`src/cbpe_pkg.sv`:
```
// ----------------------------------------------------------------------------
// cbpe_pkg
// Shared types and constants for the cubic Bezier point evaluator.
// ----------------------------------------------------------------------------
package cbpe_pkg;

  localparam int unsigned STEPS_DEF = 100;
  localparam int unsigned COORD_W   = 16;
  localparam int unsigned KIDX_W    = 7;
  localparam int unsigned T_W       = 17;   // Q0.16 value in 0..65536
  localparam int unsigned T_ONE     = 65536;
  localparam int unsigned SQ_W      = 33;   // T*T, U*U
  localparam int unsigned TU_W      = 31;   // T*U
  localparam int unsigned WGT_W     = 49;   // Q0.48 weight in 0..2^48
  localparam int unsigned ACC_W     = 64;
  localparam int unsigned PT_W      = 24;
  localparam int unsigned RND_SH    = 40;
  localparam int unsigned NPT       = 4;
  localparam int unsigned NLANE     = 2 * NPT;

  localparam logic [ACC_W-1:0] RND_HALF = ACC_W'(1) << (RND_SH - 1);

  typedef logic [T_W-1:0]   tq_t;
  typedef logic [WGT_W-1:0] wgt_t;
  typedef logic signed [COORD_W-1:0] coord_t;
  typedef logic signed [ACC_W-1:0]   acc_t;
  typedef logic signed [PT_W-1:0]    pt_t;

  // Load enables of the three weight stages.
  typedef struct packed {
    logic ld1;
    logic ld2;
    logic ld3;
  } wgt_ctl_t;

endpackage

```
`src/cbpe_merge.sv`:
```
// ----------------------------------------------------------------------------
// cbpe_merge
// Adds the lane products per axis, rounds half up to 8 fraction bits.
// ----------------------------------------------------------------------------
module cbpe_merge (
  input  logic            clk,
  input  logic            en_pair,
  input  logic            en_out,
  input  cbpe_pkg::acc_t  prod [cbpe_pkg::NLANE],
  output cbpe_pkg::pt_t   point_x,
  output cbpe_pkg::pt_t   point_y
);

  cbpe_pkg::acc_t  lo_r [2];
  cbpe_pkg::acc_t  hi_r [2];
  cbpe_pkg::acc_t  sum_nxt [2];
  cbpe_pkg::pt_t   pt_r [2];

  always_comb begin
    for (int a = 0; a < 2; a++) begin
      sum_nxt[a] = lo_r[a] + hi_r[a] + cbpe_pkg::RND_HALF;
    end
  end

  always_ff @(posedge clk) begin
    for (int a = 0; a < 2; a++) begin
      if (en_pair) begin
        lo_r[a] <= prod[a] + prod[2 + a];
        hi_r[a] <= prod[4 + a] + prod[6 + a];
      end
      if (en_out) begin
        pt_r[a] <= sum_nxt[a][cbpe_pkg::ACC_W-1:cbpe_pkg::RND_SH];
      end
    end
  end

  assign point_x = pt_r[0];
  assign point_y = pt_r[1];

endmodule

```
`config.mk`:
```
export PLATFORM = sky130hd
export DESIGN_NAME = cbpe_merge
export DESIGN_NICKNAME = d
export VERILOG_FILES = /design/src/cbpe_pkg.sv /design/src/cbpe_merge.sv
export SDC_FILE = /design/constraint.sdc
export NUM_CORES = 1
export LEC_CHECK = 0
export BUFFER_PORTS_ARGS = -buffer_cell sky130_fd_sc_hd__buf_2
export CAP_MARGIN = 10
export CORE_ASPECT_RATIO = 0.8
export CORE_MARGIN = 3
export CORE_UTILIZATION = 35
export CTS_CLUSTER_DIAMETER = 40
export DETAILED_ROUTE_END_ITERATION = 16
export HOLD_SLACK_MARGIN = 0.08
export PLACE_DENSITY = 0.6
export SETUP_SLACK_MARGIN = 0.1
export SLEW_MARGIN = 20
export SYNTH_ARGS = -nofsm -noshare
export SYNTH_HDL_FRONTEND = slang
export SYNTH_SLANG_ARGS = --single-unit
```
`constraint.sdc`:
```
create_clock -name clk -period 8.44 [get_ports clk]
set_clock_uncertainty 0.05 [all_clocks]
set_input_delay 1.688 -clock clk [delete_from_list [all_inputs] [get_ports clk]]
set_output_delay 1.688 -clock clk [all_outputs]
set_load 0.03 [all_outputs]
```
* After elaboration in Yosys (flattened, before gate mapping) *
Memories as Yosys holds them, arrays and structs flattened.
Index checks and enable logic that the tools add are counted.

cells by class
  multiplexer cells = 4
  add/sub/neg operators = 8

operators with widths
  kind                                            count
  adder 64 bit                                    6
  adder 64 x 40 -> 64 bit, second input constant  2
  two-way mux 1 bit                               4

word-level totals
  register bits after elaboration = 0
  memories = 3
  output and inout port bits = 48
  input bits = 515
  bits in writable memories = 304

memory list
  memory  words  width  rd ports  clocked after Yosys merged registers in  write ports  line              text
  hi_r    2      64     2         0                                        2            cbpe_merge.sv:15  cbpe_pkg::acc_t hi_r [2];
  lo_r    2      64     2         0                                        2            cbpe_merge.sv:14  cbpe_pkg::acc_t lo_r [2];
  pt_r    2      24     2         0                                        2            cbpe_merge.sv:17  cbpe_pkg::pt_t pt_r [2];

* Depth between registers and ports, before layout *
  depth in word-level cells = 2
  depth in mapped cells = 15
  depth with buffers taken out = 14

* Worst setup path after synthesis *
OpenSTA, ideal clock, no wires.

  kind = input to register
  start = in prod[0] (netlist bit)
  end = mem hi_r[0][112] (netlist bit) (data pin)
  slack = 3977 ps
  data arrival time = 4148 ps
  stages on the path = 12
  setup time = 265 ps
  cell sequence = ha_1 fa_1 a211oi_1 o211ai_1 nand2_1 o211ai_2 a21oi_1 o21ai_1 a41oi_1 o31a_1 o21ai_0 xor2_1

RTL lines
  what                line              text
  start: declaration  cbpe_merge.sv:9   input cbpe_pkg::acc_t prod [cbpe_pkg::NLANE],
  end: declaration    cbpe_merge.sv:15

==> metrics <==
Worst Path Arrival ~5.1 ns; Routed wire per std cell between 15 and 20 um; max-slew violation count 0; Synth cell types between 90 and 100; worst r2r src hi_r[0][39]; Clock Path Buffers 3; area of the multi-input gates 20320 um2; largest net degree at the start of global routing roughly 140; Syn Nets between 4000 and 5000; clk slew on worst S/H paths ~0.05 ns; R2R Path End pt_r[0][23]; Slew @ Worst Pin roughly 0.98 ns; Worst Setup Path Type in -> reg; met1 wire length roughly 45000 um; Syn Area/Cell about 9.2 um2; Nets 4808; core area 84750 um2; Critical Path RT around 8.7 ns; layout cells sized above 1 between 10% and 20%; Async SR Flop Fraction 0%; Critical Path Fanout Max 5; TritonRoute pass-1 iters 6; final setup fails 0; Place WS approximately 3.1 ns; design area approximately 36000 um2; Final WS setup ~3.6 ns; Syn Inst Count ~3300; Placed Area approximately 34000 um2; final hold vios 0; DR iter-0 viols about 2200; Sequential Area about 9100 um2; # DRC 0; #FFs+latches synth 304; Lkg Pwr 16.24 nW; CTS tree built; Worst Hold Endpoint pt_r[0][23]; hold path startpoint lo_r[0][63]; worst hold-check path type reg -> reg; area grow syn2layout 19.89%; number of cell rows 95; Ys Warns 0; WL met3 5239 um; commonest non-fill, non-tap cell in the layout buf_2; outcome completed; routed wire length about 100000 um; Netlist Area Pre-Place just over 30000 um2; Final GP Congestion around 0.95; cts bufs inserted 61; overall routing resource usage 20.90%; vias in the first global route between 20000 and 30000; CP endpoint kind flip-flop; CTS Sinks 304; Clk Latency, worst-skew pair a little over 0.6 ns; Min-Delay Path Depth 2; slew margin rel. 34.35%; Buffers on Ports 562; R2R depth 14; dominant cells by area after synthesis edfxtp_1 (30%), ha_1 (21%), a21oi_1 (6.5%); Setup crit start kind primary input; Setup Buffers After CTS 0; Max VDD drop about 0.17 mV; WL met2 45600 um; Die Area between 80000 and 90000 um2; ANT nets after route 0; vias per std cell ~5.5; final setup TNS 0 ns; RSZ-0062 raised after global routing false; Die X around 330 um; fill count 8414; Pwr Total 8.374 mW; I/O Pins roughly 560; HPWL Detailed about 82000 um; EDFF count, synth slightly above 300; global-route wire length before repair 149500 um; Initial Util around 36%; die height 268.8 um; post-layout minimum cycle time ~4.8 ns; f_max 208.6 MHz; CTS Hold Bufs 0; Via Count approximately 27000; Post-synth top flop edfxtp_1; crit share post-route a little under three fifths; Reg2Reg Setup Slack about 4.1 ns; Root Driver clkbuf_16; H-tree level count 2; biggest area consumer among synthesized cells edfxtp_1; GR Overflow Total 0; most frequent cells in the layout buf_2 (561), ha_1 (498), a21oi_1 (393); maxcap violations 0; Layout Utilization between 40 and 50%; highest metal used met4; sequential fraction of the synthesis area a little over 30%; top cell type's share of synthesized area a little under a third; initial antenna violation count 1; PwrDens ~230 nW/um2; Post-CTS Resized 0
report_power, final:
part | leakage, nW | switching [mW] | internal [mW]
registers | 2.97 | 0.141 | 2.15
clock network | 1.04 | 0.875 | 1.65
logic | 12.2 | 2.17 | 1.39
total | 16.2 | 3.19 | 5.19
worst max path at each step:
stage	startpoint	to	slack, ns	depth (start not counted)
5_1_grt	prod[0]	hi_r[0][112]	3.47	13
6_report	prod[0]	hi_r[0][124]	3.65	13
3_3_place_gp	prod[0]	hi_r[0][112]	3.17	13
2_1_floorplan	prod[0]	hi_r[0][112]	3.98	12
4_1_cts	prod[0]	hi_r[0][124]	3.74	13
3_5_place_dp	prod[0]	hi_r[0][124]	3.10	13
state kept, by name, summed over array words and instances, names as in the netlist:
| signal | count |
|---|---|
| hi_r | 128 |
| lo_r | 128 |
| pt_r | 48 |
cells by family after synthesis:
| family | Yosys count | synth area share, % |
|---|---|---|
| buffers and inverters | 201 | 2.542 |
| adders and majority gates | 502 | 20.88 |
| DFF | 304 | 30.21 |
| muxes | 1 | 0.03312 |
| xor gates and xnor gates | 286 | 8.289 |
| AOI/OAI and AO/OA | 1156 | 24.59 |
| and+or+nand+nor | 820 | 13.45 |
critical path, stage by stage:
cell,delay (ns)
buf_2,0.10
ha_1,0.23
fa_1,0.44
a211oi_1,0.45
o211ai_1,0.16
nand2_1,0.14
o211ai_2,0.16
a21oi_1,0.36
o21ai_1,0.23
a41oi_1,0.47
o31a_1,0.35
o21ai_0,0.16
xor2_1,0.16
synth_stat cells, types with 41 or more instances:
cell type,count
a21o_1,190
xnor2_1,182
a21oi_1,393
a31oi_1,41
nor2_1,170
edfxtp_1,304
o21ai_0,200
nand3_1,79
nand4_1,95
ha_1,498
nor2b_1,47
o21bai_1,71
nor3_1,63
clkbuf_1,97
inv_1,93
nand2_1,224
xor2_1,104
metrics by stage:
step	std cells	hold slack [ns]
final	4959	0.6746
after global routing	4959	0.6990
after global placement	4843	0.6465
after CTS	4958	0.6786
after detailed placement	4843	0.6574
after floorplan	3270	0.5818
routing by layer:
layer  vias up  global-route usage [%]
met5         -                       0
met2       810                   34.99
met1     12920                   28.74
li1      13580                       -
met3       111                   2.609
met4         0                   5.155
cell type report:
cell class | count | share of cell area, %
sequential | 304 | 25.20
inverter | 93 | 0.9635
tap | 1115 | 3.851
multi-input combinational | 2765 | 56.09
timing repair buffer | 566 | 7.908
clock inverter | 48 | 1.709
antenna | 1 | 0.006907
clock buffer | 67 | 4.275
No activity file was read; power rests on OpenSTA's default activity.
