==> config.mk <==
export PLATFORM = sky130hd
export DESIGN_NAME = cbpe_lane
export DESIGN_NICKNAME = d
export VERILOG_FILES = /design/src/cbpe_pkg.sv /design/src/cbpe_lane.sv
export SDC_FILE = /design/constraint.sdc
export NUM_CORES = 2
export LEC_CHECK = 0
export BUFFER_PORTS_ARGS = -buffer_cell sky130_fd_sc_hd__buf_2
export CAP_MARGIN = 20
export CORE_ASPECT_RATIO = 1.5
export CORE_MARGIN = 2
export CORE_UTILIZATION = 51
export CTS_BUF_LIST = sky130_fd_sc_hd__clkbuf_8
export DETAILED_ROUTE_END_ITERATION = 16
export GPL_TIMING_DRIVEN = 0
export PLACE_DENSITY = 0.68
export SYNTH_ARGS = -nofsm -noshare
export SYNTH_HDL_FRONTEND = slang
export SYNTH_SLANG_ARGS = --single-unit
==> constraint.sdc <==
create_clock -name clk -period 8.38 [get_ports clk]
set_input_delay 0.419 -clock clk [delete_from_list [all_inputs] [get_ports clk]]
set_output_delay 0.419 -clock clk [all_outputs]
set_load 0.05 [all_outputs]
==> src/cbpe_pkg.sv <==
// ----------------------------------------------------------------------------
// cbpe_pkg
// Shared types and constants for the cubic Bezier point evaluator.
// ----------------------------------------------------------------------------
package cbpe_pkg;

  localparam int unsigned STEPS_DEF = 100;
  localparam int unsigned COORD_W   = 16;
  localparam int unsigned KIDX_W    = 7;
  localparam int unsigned T_W       = 17;   // Q0.16 value in 0..65536
  localparam int unsigned T_ONE     = 65536;
  localparam int unsigned SQ_W      = 33;   // T*T, U*U
  localparam int unsigned TU_W      = 31;   // T*U
  localparam int unsigned WGT_W     = 49;   // Q0.48 weight in 0..2^48
  localparam int unsigned ACC_W     = 64;
  localparam int unsigned PT_W      = 24;
  localparam int unsigned RND_SH    = 40;
  localparam int unsigned NPT       = 4;
  localparam int unsigned NLANE     = 2 * NPT;

  localparam logic [ACC_W-1:0] RND_HALF = ACC_W'(1) << (RND_SH - 1);

  typedef logic [T_W-1:0]   tq_t;
  typedef logic [WGT_W-1:0] wgt_t;
  typedef logic signed [COORD_W-1:0] coord_t;
  typedef logic signed [ACC_W-1:0]   acc_t;
  typedef logic signed [PT_W-1:0]    pt_t;

  // Load enables of the three weight stages.
  typedef struct packed {
    logic ld1;
    logic ld2;
    logic ld3;
  } wgt_ctl_t;

endpackage

==> src/cbpe_lane.sv <==
// ----------------------------------------------------------------------------
// cbpe_lane
// One coordinate times its weight, registered.
// ----------------------------------------------------------------------------
module cbpe_lane (
  input  logic              clk,
  input  logic              en,
  input  cbpe_pkg::coord_t  coord,
  input  cbpe_pkg::wgt_t    wgt,
  output cbpe_pkg::acc_t    prod
);

  logic signed [cbpe_pkg::COORD_W+cbpe_pkg::WGT_W:0] prod_nxt;
  cbpe_pkg::acc_t                                    prod_r;

  assign prod_nxt = coord * $signed({1'b0, wgt});

  always_ff @(posedge clk) begin
    if (en) begin
      prod_r <= prod_nxt[cbpe_pkg::ACC_W-1:0];
    end
  end

  assign prod = prod_r;

endmodule

## Word level (Yosys, flattened, before mapping)

Cells that the tools add are included.

- Register bits after elaboration: 64
- Input port bits: 67
- Output and inout bits: 64
- Word-level logic and storage cells: 2

- Multipliers: 1

Operator list:

| cell | number |
|---|---|
| $mul A16 B50 Y64 | 1 |

## Longest topological paths before layout

- Word-level depth: 1
- Mapped depth: 25

## Least setup slack after synthesis

Ideal clock, no wire load.

- Path type: input to register
- Start: in coord[1]
- End: reg prod_r[60], in the netlist prod[60], data pin
- Setup time: 270 ps
- Arrival time: 6288 ps
- Required time: 8110 ps
- Setup slack: 1822 ps
- Stages on the path: 24
- Path through: clkbuf_1 clkbuf_1 nand2_1 fa_1 inv_1 fa_1 inv_1 fa_1 inv_1 fa_1 fa_1 inv_1 fa_1 inv_1 ha_1 buf_2 nand3_2 nor4_2 nand3_1 a2bb2oi_2 a2111oi_4 o41ai_4 o41ai_2 xor2_1

- Longest elaborated chain between the ends: 1

Ends and longest elaborated chain:

| element | RTL line | RTL |
|---|---|---|
| start, declared | cbpe_lane.sv:8 | `input cbpe_pkg::coord_t coord,` |
| $mul A16 B50 Y64 | cbpe_lane.sv:16 | `assign prod_nxt = coord * $signed({1'b0, wgt});` |
| via prod_nxt, one bit | cbpe_lane.sv:13 | `logic signed [cbpe_pkg::COORD_W+cbpe_pkg::WGT_W:0] prod_nxt;` |
| end signal, assigned | cbpe_lane.sv:20 | `prod_r <= prod_nxt[cbpe_pkg::ACC_W-1:0];` |
| end, declared | cbpe_lane.sv:14 | `cbpe_pkg::acc_t prod_r;` |

The timed path passes the listed nets, and every way through them passes these cells.
A chain may end at the register's enable or synchronous reset.

## Final worst setup path

- Start: in coord[15]
- End: reg prod_r[61], in the netlist prod[61], data pin

The elaborated chain is that of the path after synthesis.

==> key figures <==
GRT
  • All-Layer GR Usage: 0.3511
  • Total grt overflow: 0
  • Vias in the first global route: 23.97k
  • First-pass GRT wire length: 140.8 mm
  • Initial antenna violation count: 3
  • Largest net degree at the start of global routing: 35

Min path
  • Hold path startpoint: wgt[0]
  • Min-Delay Path Class: input pin to register

Floorplan
  • CORE AREA: 0.05284 mm2
  • Initial Util: 0.5174
  • Die Wd: 193.0 um
  • Top Ports: 131
  • Die ar.: 0.05551 mm2
  • Die Ht: 287.6 um
  • Core Rows: 103

Clock network
  • H-tree depth: 3
  • CTS Sinks: 64
  • Clock Tree Buf Depth: 2
  • CTS buffer count: 9
  • Clock transition at path regs: 0.09 ns
  • CTS tree: done
  • Setup bufs post-CTS: 0
  • Root Driver: clkbuf_8

Logic synthesis
  • Yosys top cell area share: 0.4804
  • Post-synth EDFFs: 64
  • Cells after Synth: 3080
  • Async SR Flop Fraction: 0
  • Area contributors post-synth: fa_1 (48%), inv_1 (11%), ha_1 (8.1%), nand2_1 (7.0%), edfxtp_1 (7.0%)
  • Synth Area per Inst: 8.875 um2
  • Synth area leader: fa_1
  • Syn nets: 3980
  • Synth warn: 0
  • Synthesized flop and latch total: 64
  • Synth cell types: 68
  • Sequential fraction of the synthesis area: 0.07030
  • Mapped Area: 0.02734 mm2
  • Primary FF master, synth: edfxtp_1

STA
  • Worst setup margin: 0.3113 ns
  • Worst Max-Slew Pin Slew: 1.152 ns
  • Hold violation total from the final report: 0
  • Fin crit share: 0.9629
  • RSZ-0062 raised after global routing: no
  • Slew Limit Fails: 0
  • Final min period: 8.069 ns
  • WHS: 0.3496 ns
  • Slew margin rel.: 0.2317
  • Fmax: 123.9 MHz
  • Count of final setup violators: 0

Cells and area
  • Layout cell share with drive strength beyond 1: 0.05320
  • Final core occ: 0.5504
  • Max reg flops: 64
  • Fin nets: 4109
  • Layout Area Growth over Synthesis: 6.390%
  • Fin cells: 3903

Routing
  • WL/cell: 23.11 um
  • Via density: 5.454
  • Vias: 21.29k
  • Initial drt markers: 1241
  • Remaining antenna violation count: 0
  • Drc violations: 0
  • Drt pass-1 iters: 6
  • Total wire length: 90.20 mm

Critical path
  • Slowest library cell on the worst path: a211oi_1
  • Crit start category: input pin
  • Crit-path cells: buf_2 > inv_1 > clkbuf_1 > buf_1 > nor2_1 > fa_1 > fa_1 > fa_1 > fa_1 > fa_1 > inv_1 > fa_1 > inv_1 > ha_1 > a21oi_1 > o21bai_1 > a21oi_1 > o21ai_0 > a211oi_1 > a2bb2oi_1 > nand3_1 > a221oi_1 > xnor2_1
  • Critical Path RT: 8.59 ns
  • Buf/Inv on CP: 6
  • Crit-path max cell delay: 0.69 ns
  • Crit Path Max Fanout: 10
  • Crit end category: register
  • Setup CP Type: input pin to register
  • CP most frequent cell: fa_1
  • Critical Path Source: coord[15]
  • CP top delay family: adder cells
  • CP arrival: 8.28 ns

Flow run
  • Max_cap viols: 0

Outcome
  • Run status: finished clean

Placement
  • Buffers on Ports: 115
  • Dpl hpwl: 75.04 mm
  • Post-place setup slack: -0.2639 ns
  • Placer Congestion: 0.9640
  • Placed Cells incl. Taps: 3880
## path summary, 6_finish.rpt
check / to / slack (ns) / depth (start not counted)
hold / removal: prod[0] / 0.35 / 2
setup / recovery: prod[61] / 0.31 / 23
## layer usage
metal | up-vias | track usage | share of wire
met2 | 929 | 0.6004 | 0.50
met3 | 298 | 0.07936 | 0.083
met1 | 10896 | 0.3951 | 0.34
li1 | 9165 | - | -
met5 | - | 0 | 0
met4 | 0 | 0.2188 | 0.070
## cell type report
type                       count  area, um2
fill                        4923      23760
multi-input combinational   2042      21740
inverter                     816       3063
sequential                    64       1922
tap                          682      853.3
buffer                       158      629.4
timing repair buffer         118      610.6
clock buffer                   9      123.9
clock inverter                 7      118.9
antenna                        7      17.52
## cell families after synthesis
kind of cell               share of synthesized area
adders and majority gates                     0.5614
buffers and inverters                         0.1346
xor gates and xnor gates                     0.02051
DFF                                          0.07030
AOI/OAI and AO/OA                            0.04971
muxes                                      0.0004119
and+or+nand+nor                               0.1631
## cell usage after synthesis, types with 3 or more instances
| library cell | n |
|---|---|
| a211oi_1 | 5 |
| a21o_1 | 38 |
| a21oi_1 | 62 |
| a21oi_2 | 5 |
| a221oi_1 | 3 |
| a31oi_1 | 6 |
| and2_1 | 276 |
| and3_1 | 6 |
| buf_2 | 10 |
| clkbuf_1 | 144 |
| edfxtp_1 | 64 |
| fa_1 | 656 |
| ha_1 | 177 |
| inv_1 | 815 |
| nand2_1 | 513 |
| nand2b_1 | 14 |
| nand3_1 | 13 |
| nand4_1 | 20 |
| nor2_1 | 69 |
| nor2b_1 | 7 |
| nor3_1 | 9 |
| o211ai_1 | 3 |
| o21a_1 | 5 |
| o21ai_0 | 32 |
| o21ai_1 | 4 |
| o21bai_1 | 10 |
| or3_1 | 4 |
| xnor2_1 | 38 |
| xor2_1 | 26 |
## cells in the final DEF (no fill, tap or decap), types with 9 or more instances in the layout
cell      count
nor2_1       69
o21bai_1     10
a21o_1       38
nand3_1      13
xor2_1       26
nand2_1     513
ha_1        177
buf_2       125
nand4_1      20
fa_1        656
inv_1       815
clkbuf_1    141
and2_1      276
o21ai_0      30
clkbuf_8      9
a21oi_1      62
xnor2_1      38
nor3_1        9
edfxtp_1     64
nand2b_1     14
## metrics by stage
stage | TNS (ns) | area (um2)
2_1_floorplan | 0 | 27340
3_3_place_gp | -0.4918 | 28770
3_5_place_dp | -0.4158 | 28800
4_1_cts | 0 | 29040
5_1_grt | 0 | 29070
6_report | 0 | 29080
## what timing repair did
item / CTS / global route
resized for setup: 0 / 8
setup endpoints to repair: 0 / 4
hold buffers: 0 / 0
Power is left out: the tool's default activity adds up to more than one toggle a clock period on the data nets, which glitch-free logic cannot reach.
